<file path="src/rtl/wfss_pkg.sv">
// ----------------------------------------------------------------------------
// wfss_pkg
// Shared types, register codes and the nice-to-weight table of the
// weighted fair slice scheduler.
// ----------------------------------------------------------------------------
package wfss_pkg;

    localparam int ENTRIES_DEF    = 16;
    localparam int MAX_SLICES_DEF = 64;
    localparam int Q_DEPTH        = 2;
    localparam int DIV_BITS       = 40;
    localparam int DIVISOR_W      = 24;

    localparam logic [1:0] CFG_TARGET_LAT = 2'd0;
    localparam logic [1:0] CFG_MIN_GRAN   = 2'd1;
    localparam logic [1:0] CFG_START_TIME = 2'd2;

    localparam logic OP_ADMIT = 1'b0;
    localparam logic OP_RUN   = 1'b1;

    localparam logic KIND_SLICE = 1'b0;
    localparam logic KIND_IDLE  = 1'b1;

    localparam logic [16:0] NICE_W [0:39] = '{
        17'd88761, 17'd71755, 17'd56483, 17'd46273, 17'd36291, 17'd29154,
        17'd23254, 17'd18705, 17'd14949, 17'd11916, 17'd9548, 17'd7620,
        17'd6100, 17'd4904, 17'd3906, 17'd3121, 17'd2501, 17'd1991,
        17'd1586, 17'd1277, 17'd1024, 17'd820, 17'd655, 17'd526,
        17'd423, 17'd335, 17'd272, 17'd215, 17'd172, 17'd137,
        17'd110, 17'd87, 17'd70, 17'd56, 17'd45, 17'd36,
        17'd29, 17'd23, 17'd18, 17'd15
    };

    typedef struct packed {
        logic        op;
        logic [7:0]  task_id;
        logic [15:0] arrival;
        logic [15:0] burst;
        logic [5:0]  nice;
    } t_item;

    typedef struct packed {
        logic        kind;
        logic [7:0]  granted_id;
        logic [23:0] slice;
        logic [23:0] run_total;
        logic        done_res;
        logic [23:0] finish_time;
        logic [23:0] waited;
        logic [23:0] turnaround;
        logic [15:0] period;
        logic        capped;
        logic        last;
    } t_res;

    typedef struct packed {
        logic [31:0] vruntime;
        logic [23:0] runtime;
        logic [15:0] burst;
        logic [15:0] arrival;
        logic [7:0]  id;
        logic [5:0]  nice;
        logic [23:0] waited;
        logic [15:0] order;
    } t_slot;

    typedef struct packed {
        logic        we;
        logic [1:0]  idx;
        logic [15:0] data;
    } t_cfg;

    typedef struct packed {
        logic empty;
    } t_fstat;

    typedef struct packed {
        logic idle;
    } t_bstat;

    // clamp nice to -20..19 and look up its weight
    function automatic logic [16:0] weight_for(input logic [5:0] nice);
        logic signed [5:0] sn;
        logic [5:0]        idx;
        sn = signed'(nice);
        if (sn < -6'sd20) begin
            idx = 6'd0;
        end else if (sn > 6'sd19) begin
            idx = 6'd39;
        end else begin
            idx = 6'(sn + 6'sd20);
        end
        return NICE_W[idx];
    endfunction

endpackage

</file>
<file path="src/rtl/wfss_front.sv">
// ----------------------------------------------------------------------------
// wfss_front
// Input side: accepts items and holds them in a short queue for the
// scheduling engine.
// ----------------------------------------------------------------------------
module wfss_front (
    input  logic           i_clk,
    input  logic           i_rst_n,
    input  logic           i_valid,
    output logic           o_ready,
    input  wfss_pkg::t_item i_item,
    output logic           o_q_valid,
    output wfss_pkg::t_item o_q_item,
    input  logic           i_q_pop,
    output wfss_pkg::t_fstat o_stat
);
    localparam int PW = (wfss_pkg::Q_DEPTH > 1) ? $clog2(wfss_pkg::Q_DEPTH) : 1;
    localparam int CW = $clog2(wfss_pkg::Q_DEPTH + 1);

    wfss_pkg::t_item r_q [wfss_pkg::Q_DEPTH];
    logic [PW-1:0]   r_wp;
    logic [PW-1:0]   r_rp;
    logic [CW-1:0]   r_cnt;
    logic            push;
    logic            pop;

    assign o_ready   = (r_cnt != CW'(wfss_pkg::Q_DEPTH));
    assign push      = i_valid && o_ready;
    assign pop       = i_q_pop && (r_cnt != '0);
    assign o_q_valid = (r_cnt != '0);
    assign o_q_item  = r_q[r_rp];
    assign o_stat.empty = (r_cnt == '0);

    always_ff @(posedge i_clk) begin
        if (!i_rst_n) begin
            r_wp  <= '0;
            r_rp  <= '0;
            r_cnt <= '0;
        end else begin
            if (push) begin
                r_wp <= (r_wp == PW'(wfss_pkg::Q_DEPTH - 1)) ? '0 : r_wp + 1'b1;
            end
            if (pop) begin
                r_rp <= (r_rp == PW'(wfss_pkg::Q_DEPTH - 1)) ? '0 : r_rp + 1'b1;
            end
            if (push && !pop) begin
                r_cnt <= r_cnt + 1'b1;
            end else if (pop && !push) begin
                r_cnt <= r_cnt - 1'b1;
            end
        end
    end

    always_ff @(posedge i_clk) begin
        if (push) begin
            r_q[r_wp] <= i_item;
        end
    end

endmodule

</file>
<file path="config.mk">
export PLATFORM = sky130hd
export DESIGN_NAME = wfss_front
export DESIGN_NICKNAME = d
export VERILOG_FILES = /design/src/rtl/wfss_pkg.sv /design/src/rtl/wfss_front.sv
export SDC_FILE = /design/constraint.sdc
export NUM_CORES = 1
export LEC_CHECK = 0
export ABC_AREA = 1
export BUFFER_PORTS_ARGS = -buffer_cell sky130_fd_sc_hd__clkbuf_2
export CELL_PAD_IN_SITES_DETAIL_PLACEMENT = 1
export CELL_PAD_IN_SITES_GLOBAL_PLACEMENT = 1
export CORE_UTILIZATION = 39
export CTS_CLUSTER_DIAMETER = 50
export DETAILED_ROUTE_END_ITERATION = 7
export GPL_TIMING_DRIVEN = 0
export PLACE_DENSITY_LB_ADDON = 0.3
export SYNTH_ARGS = -nofsm -noshare
export SYNTH_HDL_FRONTEND = slang
export SYNTH_SLANG_ARGS = --single-unit
</file>
<file path="constraint.sdc">
create_clock -name i_clk -period 2.81 [get_ports i_clk]
set_clock_uncertainty 0.1 [all_clocks]
set_input_delay 0.1405 -clock i_clk [delete_from_list [all_inputs] [get_ports i_clk]]
set_output_delay 0.1405 -clock i_clk [all_outputs]
set_load 0.1 [all_outputs]
</file>
==> impl_metrics.xml, run 1 <==
<?xml version="1.0" encoding="UTF-8"?>
<metrics>
  <group name="outcome">
    <metric name="outcome" unit="">finished clean</metric>
  </group>
  <group name="clock_network">
    <metric name="ctsLongestPathBuffers" unit="">2</metric>
    <metric name="clk-insertion-delay-late" unit="ns">0.35</metric>
    <metric name="cts_hold_buf" unit="">48</metric>
    <metric name="clk_transition_reported_paths" unit="ns">0.09</metric>
    <metric name="numCtsBuffers" unit="">9</metric>
    <metric name="cts_htree_levels" unit="">3</metric>
    <metric name="clock-root-buffer" unit="">sky130_fd_sc_hd__clkbuf_8</metric>
    <metric name="tritoncts" unit="">built</metric>
    <metric name="clock-sinks" unit="">99</metric>
    <metric name="cts_resized" unit="">0</metric>
    <metric name="cts_setup_buffers" unit="">0</metric>
  </group>
  <group name="critical_path">
    <metric name="setup.worst_path.class" unit="">reg -&gt; reg</metric>
    <metric name="cp-startpoint" unit="">r_cnt[0]</metric>
    <metric name="critical_path.startpoint_type" unit="">flip-flop</metric>
    <metric name="regToRegSetupSlack" unit="ns">0.79</metric>
    <metric name="crit_path_end_kind" unit="">flip-flop</metric>
    <metric name="crit_arrival" unit="ns">1.98</metric>
    <metric name="worst_path_max_fanout" unit="">24</metric>
    <metric name="crit_required" unit="ns">2.77</metric>
    <metric name="r2r-start" unit="">r_cnt[0]</metric>
    <metric name="r2r_cells" unit="">5</metric>
    <metric name="timing.rr.end" unit="">r_q[0][26]</metric>
    <metric name="timing.critical_path.to" unit="">r_q[0][26]</metric>
  </group>
  <group name="yosys">
    <metric name="dominantRegCellSynth" unit="">sky130_fd_sc_hd__edfxtp_1</metric>
    <metric name="area_contributors_post_synth" unit="">sky130_fd_sc_hd__edfxtp_1, sky130_fd_sc_hd__mux2_4, sky130_fd_sc_hd__mux2_2</metric>
    <metric name="netlist.top_cell.by_area" unit="">sky130_fd_sc_hd__edfxtp_1</metric>
    <metric name="synth.most_common_cell" unit="">sky130_fd_sc_hd__edfxtp_1</metric>
    <metric name="post-synth-top-area-fraction" unit="">0.751</metric>
    <metric name="synth_area" unit="sq um">3760</metric>
    <metric name="synth-async-reset-ratio" unit="">0</metric>
    <metric name="yosysSeqAreaShare" unit="">0.778</metric>
    <metric name="synth.net_count" unit="">237</metric>
    <metric name="number_of_enable_type_register_cells_in_the_synthesized_netlist" unit="">94</metric>
    <metric name="syn-instance-count" unit="">185</metric>
    <metric name="postSynthAreaPerCell" unit="sq um">20.3</metric>
    <metric name="synthDistinctLibCells" unit="">14</metric>
    <metric name="synth-seq-cells" unit="">99</metric>
    <metric name="synth_commonest_cells" unit="">sky130_fd_sc_hd__edfxtp_1, sky130_fd_sc_hd__mux2_4, sky130_fd_sc_hd__mux2_2</metric>
    <metric name="yosysWarningCount" unit="">0</metric>
  </group>
  <group name="placed_design">
    <metric name="gp_congestion" unit="">0.649</metric>
    <metric name="place_hpwl" unit="microns">4790</metric>
    <metric name="placement.io_buffers" unit="">100</metric>
    <metric name="post_dp_cell_area" unit="sq um">4480</metric>
  </group>
  <group name="floorplanning">
    <metric name="ios" unit="">101</metric>
    <metric name="die_area" unit="sq um">10000</metric>
    <metric name="coreArea" unit="sq um">9280</metric>
    <metric name="initial_core_util" unit="">0.405</metric>
    <metric name="die_x" unit="microns">100</metric>
    <metric name="core.rowCount" unit="">35</metric>
    <metric name="die_y" unit="microns">100</metric>
  </group>
  <group name="timing">
    <metric name="setup-violations-final" unit="">0</metric>
    <metric name="relSlewSlack" unit="">0.476</metric>
    <metric name="final_hold_violations" unit="">0</metric>
    <metric name="min_period_over_period" unit="">0.720</metric>
    <metric name="grt_setup_unrepaired" unit="">false</metric>
    <metric name="max_freq" unit="MHz">494</metric>
    <metric name="timing.hold.ws" unit="ns">0.102</metric>
    <metric name="slew_viol_final" unit="">0</metric>
    <metric name="layout_min_cycle_time" unit="ns">2.02</metric>
    <metric name="worst_pin_slew" unit="ns">0.784</metric>
  </group>
  <group name="grt">
    <metric name="antenna_found_initial" unit="">0</metric>
    <metric name="grt_remaining_overflow" unit="">0</metric>
    <metric name="gr-usage-all-layers" unit="">0.156</metric>
    <metric name="global_route_wire_length_before_repair" unit="microns">11400</metric>
    <metric name="grt_max_degree" unit="">25</metric>
    <metric name="first_global_vias" unit="">2331</metric>
  </group>
  <group name="final_layout">
    <metric name="fillerInstances" unit="">933</metric>
    <metric name="stdcell_area" unit="sq um">5160</metric>
    <metric name="finalNetCount" unit="">398</metric>
    <metric name="post_route_cells_drive_above_1_share" unit="">0.481</metric>
    <metric name="layout-area-overhead-vs-synth" unit="%">37.4</metric>
    <metric name="ant_cells" unit="">0</metric>
  </group>
  <group name="power">
    <metric name="power-per-cell-area" unit="nW/um^2">1070</metric>
    <metric name="power.leakage" unit="nW">2.06</metric>
    <metric name="vdd_ir_drop_max" unit="uV">754</metric>
  </group>
  <group name="drt">
    <metric name="router_iterations_before_antenna_repair" unit="">4</metric>
    <metric name="detail-route-antenna-nets" unit="">0</metric>
    <metric name="dr.first_iter.drc_count" unit="">32</metric>
    <metric name="num_vias" unit="">2161</metric>
    <metric name="route.detailed.drc" unit="">0</metric>
    <metric name="wl_per_cell" unit="microns">15.5</metric>
    <metric name="via_per_inst" unit="">4.50</metric>
    <metric name="route.final.wire_length" unit="microns">7450</metric>
  </group>
  <group name="run">
    <metric name="maxCapViolations" unit="">0</metric>
  </group>
  <group name="worst_hold_path">
    <metric name="classification_of_the_worst_slack_hold_path" unit="">in -&gt; reg</metric>
  </group>
</metrics>
==> worst min-delay path by stage <==
stage / start / end / slack, ns / cells past startpoint
final: i_q_pop / r_rp / 0.10 / 6
after CTS: i_q_pop / r_rp / 0.1 / 6
after global placement: i_item[4] / r_q[1][4] / 0.23 / 1
after floorplan: i_item[0] / r_q[0][0] / 0.14 / 0
after global routing: i_q_pop / flip-flop / 0.14 / 5
after detailed placement: i_item[17] / r_q[0][17] / 0.23 / 1
==> through the flow <==
stage	utilization	power [mW]	setup WS, ns	cells	TNS [ns]
5_1_grt	0.556	5.71	0.632	480	0
3_5_place_dp	0.482	4.57	0.755	416	0
2_1_floorplan	-	4.17	-0.308	185	-29.00
3_3_place_gp	0.477	4.50	-0.303	414	-27.84
6_report	0.556	5.52	0.787	480	0
4_1_cts	0.556	5.58	0.741	480	0
==> logic make-up (layout without fill, tap and decap cells) <==
group                      after synthesis  in the layout  synth area share
DFF                                     99             99             0.778
muxes                                   47             47             0.171
and+or+nand+nor                         20             20            0.0210
buffers and inverters                   15            181            0.0233
AOI/OAI and AO/OA                        3              3           0.00399
adders and majority gates                1              1           0.00333
==> per-layer routing <==
metal,up-vias,part of all wire,routed length (microns),track usage
met4,0,0.015,112,0.0736
met5,-,0,0,0
li1,1022,-,-,-
met3,10,0.040,296,0.0355
met1,1076,0.39,2870,0.162
met2,53,0.56,4160,0.296
==> sequential cells by signal, indices dropped and copies added (netlist names), named ones only <==
register,flops
r_rp,1
r_cnt,2
r_wp,1
r_q,94
==> final cells by class <==
| class | instances | area, sq um | area share |
|---|---|---|---|
| timing repair buffer | 150 | 1020 | 0.198 |
| clock inverter | 6 | 80.1 | 0.0155 |
| clock buffer | 10 | 128 | 0.0247 |
| buffer | 5 | 50.0 | 0.00969 |
| multi-input combinational | 71 | 763 | 0.148 |
| tap | 129 | 161 | 0.0313 |
| sequential | 99 | 2920 | 0.566 |
| inverter | 10 | 37.5 | 0.00727 |
==> worst max-delay path, cell delays in order (launching register included) <==
cell,delay (ns)
sky130_fd_sc_hd__dfxtp_1,0.37
sky130_fd_sc_hd__inv_1,0.09
sky130_fd_sc_hd__nand2_1,0.08
sky130_fd_sc_hd__nand2_1,0.16
sky130_fd_sc_hd__nor2_4,0.64
sky130_fd_sc_hd__buf_12,0.27
==> placed cells by master (no fill, tap or decap), types with 4 or more instances in the layout <==
cell | netlist | layout
sky130_fd_sc_hd__dlygate4sd3_1 | 0 | 48
sky130_fd_sc_hd__mux2_2 | 17 | 17
sky130_fd_sc_hd__mux2_4 | 30 | 30
sky130_fd_sc_hd__clkbuf_8 | 0 | 9
sky130_fd_sc_hd__nand2_1 | 8 | 8
sky130_fd_sc_hd__nor2_1 | 10 | 8
sky130_fd_sc_hd__clkbuf_2 | 0 | 100
sky130_fd_sc_hd__inv_1 | 10 | 10
sky130_fd_sc_hd__edfxtp_1 | 94 | 94
sky130_fd_sc_hd__buf_6 | 4 | 4
sky130_fd_sc_hd__dfxtp_1 | 5 | 5
==> power breakdown <==
group | internal (mW) | switching [mW] | leakage [nW]
Sequential | 1.86 | 0.0632 | 0.918
Combinational | 0.564 | 2.06 | 1.04
Clock | 0.495 | 0.467 | 0.101
No activity file was read; power rests on OpenSTA's default activity.
==> run 2: changes to the inputs <==
--- a/config.mk
+++ b/config.mk
@@ -9,7 +9,7 @@
 export BUFFER_PORTS_ARGS = -buffer_cell sky130_fd_sc_hd__clkbuf_2
 export CELL_PAD_IN_SITES_DETAIL_PLACEMENT = 1
 export CELL_PAD_IN_SITES_GLOBAL_PLACEMENT = 1
-export CORE_UTILIZATION = 39
+export CORE_UTILIZATION = 43
 export CTS_CLUSTER_DIAMETER = 50
 export DETAILED_ROUTE_END_ITERATION = 7
 export GPL_TIMING_DRIVEN = 0
==> constraint.sdc (replaced) <==
create_clock -name i_clk -period 1.9 [get_ports i_clk]
set_clock_uncertainty 0.1 [all_clocks]
set_input_delay 0.095 -clock i_clk [delete_from_list [all_inputs] [get_ports i_clk]]
set_output_delay 0.095 -clock i_clk [all_outputs]
set_load 0.1 [all_outputs]
==> run 2 against run 1 <==
Against the previous run:
- sequential power grew 50%
- cell area is 2.6% higher
- combinational power grew 56%
- clock-buffer cell count down 1
- clock power increased by 51%
- utilization grew 7.9 points
- sequential cell count unchanged
- critical path depth decreased by 1
- cell count is 4.6% lower
- first-iteration DRC count is 75% higher
- setup slack lost 0.71 ns
- critical path type is now reg -> out
- largest power group unchanged
- highest routed layer unchanged
==> impl_metrics.xml, run 2 (synthesis gave the netlist of run 1 again) <==
<?xml version="1.0" encoding="UTF-8"?>
<metrics>
  <group name="outcome">
    <metric name="outcome" unit="">finished clean</metric>
  </group>
  <group name="clock_network">
    <metric name="clock-sinks" unit="">99</metric>
    <metric name="ctsLongestPathBuffers" unit="">2</metric>
    <metric name="cts_htree_levels" unit="">3</metric>
    <metric name="tritoncts" unit="">built</metric>
    <metric name="clock-root-buffer" unit="">sky130_fd_sc_hd__clkbuf_8</metric>
    <metric name="clk-insertion-delay-late" unit="ns">0.34</metric>
    <metric name="numCtsBuffers" unit="">9</metric>
    <metric name="clk_transition_reported_paths" unit="ns">0.08</metric>
  </group>
  <group name="floorplanning">
    <metric name="coreArea" unit="sq um">8340</metric>
    <metric name="die_x" unit="microns">95.5</metric>
    <metric name="initial_core_util" unit="">0.451</metric>
    <metric name="die_area" unit="sq um">9120</metric>
    <metric name="ios" unit="">101</metric>
    <metric name="die_y" unit="microns">95.5</metric>
    <metric name="core.rowCount" unit="">33</metric>
  </group>
  <group name="timing">
    <metric name="grt_setup_unrepaired" unit="">false</metric>
    <metric name="worst_pin_slew" unit="ns">0.729</metric>
    <metric name="layout_min_cycle_time" unit="ns">1.82</metric>
    <metric name="final_hold_violations" unit="">0</metric>
    <metric name="relSlewSlack" unit="">0.513</metric>
    <metric name="max_freq" unit="MHz">550</metric>
    <metric name="setup-violations-final" unit="">0</metric>
    <metric name="min_period_over_period" unit="">0.957</metric>
    <metric name="slew_viol_final" unit="">0</metric>
  </group>
  <group name="placed_design">
    <metric name="numPlacedInstances" unit="">391</metric>
    <metric name="place_hpwl" unit="microns">4680</metric>
    <metric name="placement.io_buffers" unit="">100</metric>
    <metric name="gp_congestion" unit="">0.667</metric>
    <metric name="post_dp_cell_area" unit="sq um">4470</metric>
  </group>
  <group name="final_layout">
    <metric name="finalNonFillerCells" unit="">458</metric>
    <metric name="regs_by_ff_count" unit="">r_q (94), r_cnt (2)</metric>
    <metric name="layout-area-overhead-vs-synth" unit="%">40.9</metric>
    <metric name="fillerInstances" unit="">782</metric>
    <metric name="post_route_cells_drive_above_1_share" unit="">0.503</metric>
    <metric name="final_common_cell" unit="">sky130_fd_sc_hd__edfxtp_1</metric>
    <metric name="registers.top_by_ff_count" unit="">r_q</metric>
    <metric name="finalNetCount" unit="">399</metric>
    <metric name="largest_register_ff_count" unit="">94</metric>
    <metric name="stdcell_area" unit="sq um">5300</metric>
    <metric name="layout.cells.most_common_list" unit="">sky130_fd_sc_hd__edfxtp_1, sky130_fd_sc_hd__clkbuf_2, sky130_fd_sc_hd__dlygate4sd3_1, sky130_fd_sc_hd__mux2_4, sky130_fd_sc_hd__buf_4</metric>
  </group>
  <group name="drt">
    <metric name="route.final.wire_length" unit="microns">7640</metric>
    <metric name="detail-route-antenna-nets" unit="">0</metric>
    <metric name="via_per_inst" unit="">4.75</metric>
    <metric name="wl_per_cell" unit="microns">16.7</metric>
    <metric name="num_vias" unit="">2175</metric>
    <metric name="route.detailed.drc" unit="">0</metric>
    <metric name="dr.first_iter.drc_count" unit="">56</metric>
    <metric name="router_iterations_before_antenna_repair" unit="">6</metric>
  </group>
  <group name="worst_hold_path">
    <metric name="holdPathStages" unit="">6</metric>
    <metric name="worstHoldStart" unit="">i_q_pop</metric>
    <metric name="classification_of_the_worst_slack_hold_path" unit="">in -&gt; reg</metric>
  </group>
  <group name="critical_path">
    <metric name="timing.rr.end" unit="">r_q[0][43]</metric>
    <metric name="slowest_delay" unit="ns">0.35</metric>
    <metric name="setup.worst_path.class" unit="">reg -&gt; out</metric>
    <metric name="crit_required" unit="ns">1.70</metric>
    <metric name="crit_arrival" unit="ns">1.62</metric>
    <metric name="timing.critical_path.mode_cell" unit="">sky130_fd_sc_hd__buf_6</metric>
    <metric name="r2r_cells" unit="">4</metric>
    <metric name="cell_by_cell_listing_of_the_critical_path" unit="">buf_6 -&gt; buf_6 -&gt; mux2_4 -&gt; buf_4</metric>
    <metric name="regToRegSetupSlack" unit="ns">0.25</metric>
    <metric name="critical_path.startpoint_type" unit="">flip-flop</metric>
    <metric name="r2r-start" unit="">r_cnt[0]</metric>
    <metric name="slowest_stage" unit="">sky130_fd_sc_hd__dfxtp_1</metric>
    <metric name="worst_path_max_fanout" unit="">10</metric>
    <metric name="crit_path_end_kind" unit="">output port</metric>
  </group>
  <group name="power">
    <metric name="power.leakage" unit="nW">2.10</metric>
    <metric name="vdd_ir_drop_max" unit="uV">1700</metric>
    <metric name="power-per-cell-area" unit="nW/um^2">1590</metric>
  </group>
  <group name="grt">
    <metric name="global_route_wire_length_before_repair" unit="microns">11200</metric>
    <metric name="gr-usage-all-layers" unit="">0.172</metric>
    <metric name="grt_remaining_overflow" unit="">0</metric>
    <metric name="first_global_vias" unit="">2321</metric>
    <metric name="grt_max_degree" unit="">28</metric>
    <metric name="antenna_found_initial" unit="">1</metric>
  </group>
  <group name="run">
    <metric name="maxCapViolations" unit="">0</metric>
  </group>
</metrics>
run 2: cell count changes in the layout (fill, tap and decap cells not counted), sizes merged:
cell,delta
buf,+28
clkbuf,-30
clkinv,+1
clkinvlp,-1
diode,+1
inv,+1
nor2,+2
run 2: metal layers:
layer / up-vias / wire length, microns / share of wire / global-route usage
met1: 1072 / 2990 / 0.39 / 0.191
met5: - / 0 / 0 / 0
li1: 1028 / - / - / -
met2: 62 / 4240 / 0.55 / 0.318
met3: 13 / 249 / 0.033 / 0.0279
met4: 0 / 167 / 0.022 / 0.0796
run 2: through the flow:
step	utilization	power, mW	hold WS (ns)	TNS [ns]	setup WS (ns)
final	0.635	8.44	0.0708	0	0.0819
after global routing	0.635	8.73	0.111	0	0.0147
after CTS	0.634	8.47	0.0529	0	0.00234
after detailed placement	0.536	6.81	0.188	-14.39	-0.308
after global placement	0.534	6.74	0.184	-25.96	-0.285
after floorplan	-	6.26	0.0939	-0.328	-0.00697
run 2: worst max-delay path by stage:
stage,startpoint,to,slack [ns],cells after the start
after global placement,r_cnt[0],r_q[0][28],-0.28,4
after detailed placement,r_cnt[0],r_q[0][28],-0.31,4
final,flip-flop,o_q_item[29],0.08,4
after floorplan,r_cnt[0],r_q[0][0],-0.007,4
after CTS,r_cnt[0],r_q[1][18],0.002,5
after global routing,flip-flop,o_q_item[39],0.01,3
run 2: critical path, delay by kind of cell, from the launching register on:
family                 cells  cell delay [ns]
buffers and inverters      3             0.61
muxes                      1             0.32
DFF                        1             0.35
run 2: timing repair:
item / in CTS / in global routing
pin swaps: 2 / 1
gates cloned: 1 / 1
setup buffers: 0 / 0
hold buffers: 48 / 0
endpoints found under the setup margin: 87 / 56
resized for setup: 43 / 29
hold endpoints to repair: 99 / 0
run 2: area by class of cell:
class / instances / area (sq um) / share of cell area
tap: 105 / 131 / 0.0248
clock inverter: 7 / 91.3 / 0.0172
buffer: 5 / 50.0 / 0.00945
timing repair buffer: 149 / 1110 / 0.209
multi-input combinational: 73 / 821 / 0.155
clock buffer: 9 / 124 / 0.0234
antenna: 1 / 2.50 / 0.000472
sequential: 99 / 2930 / 0.553
inverter: 10 / 40.0 / 0.00756
run 2: power breakdown:
group / internal (mW) / switching, mW / leakage, nW
registers: 2.77 / 0.122 / 0.919
logic: 0.996 / 3.11 / 1.07
clock network: 0.741 / 0.710 / 0.108
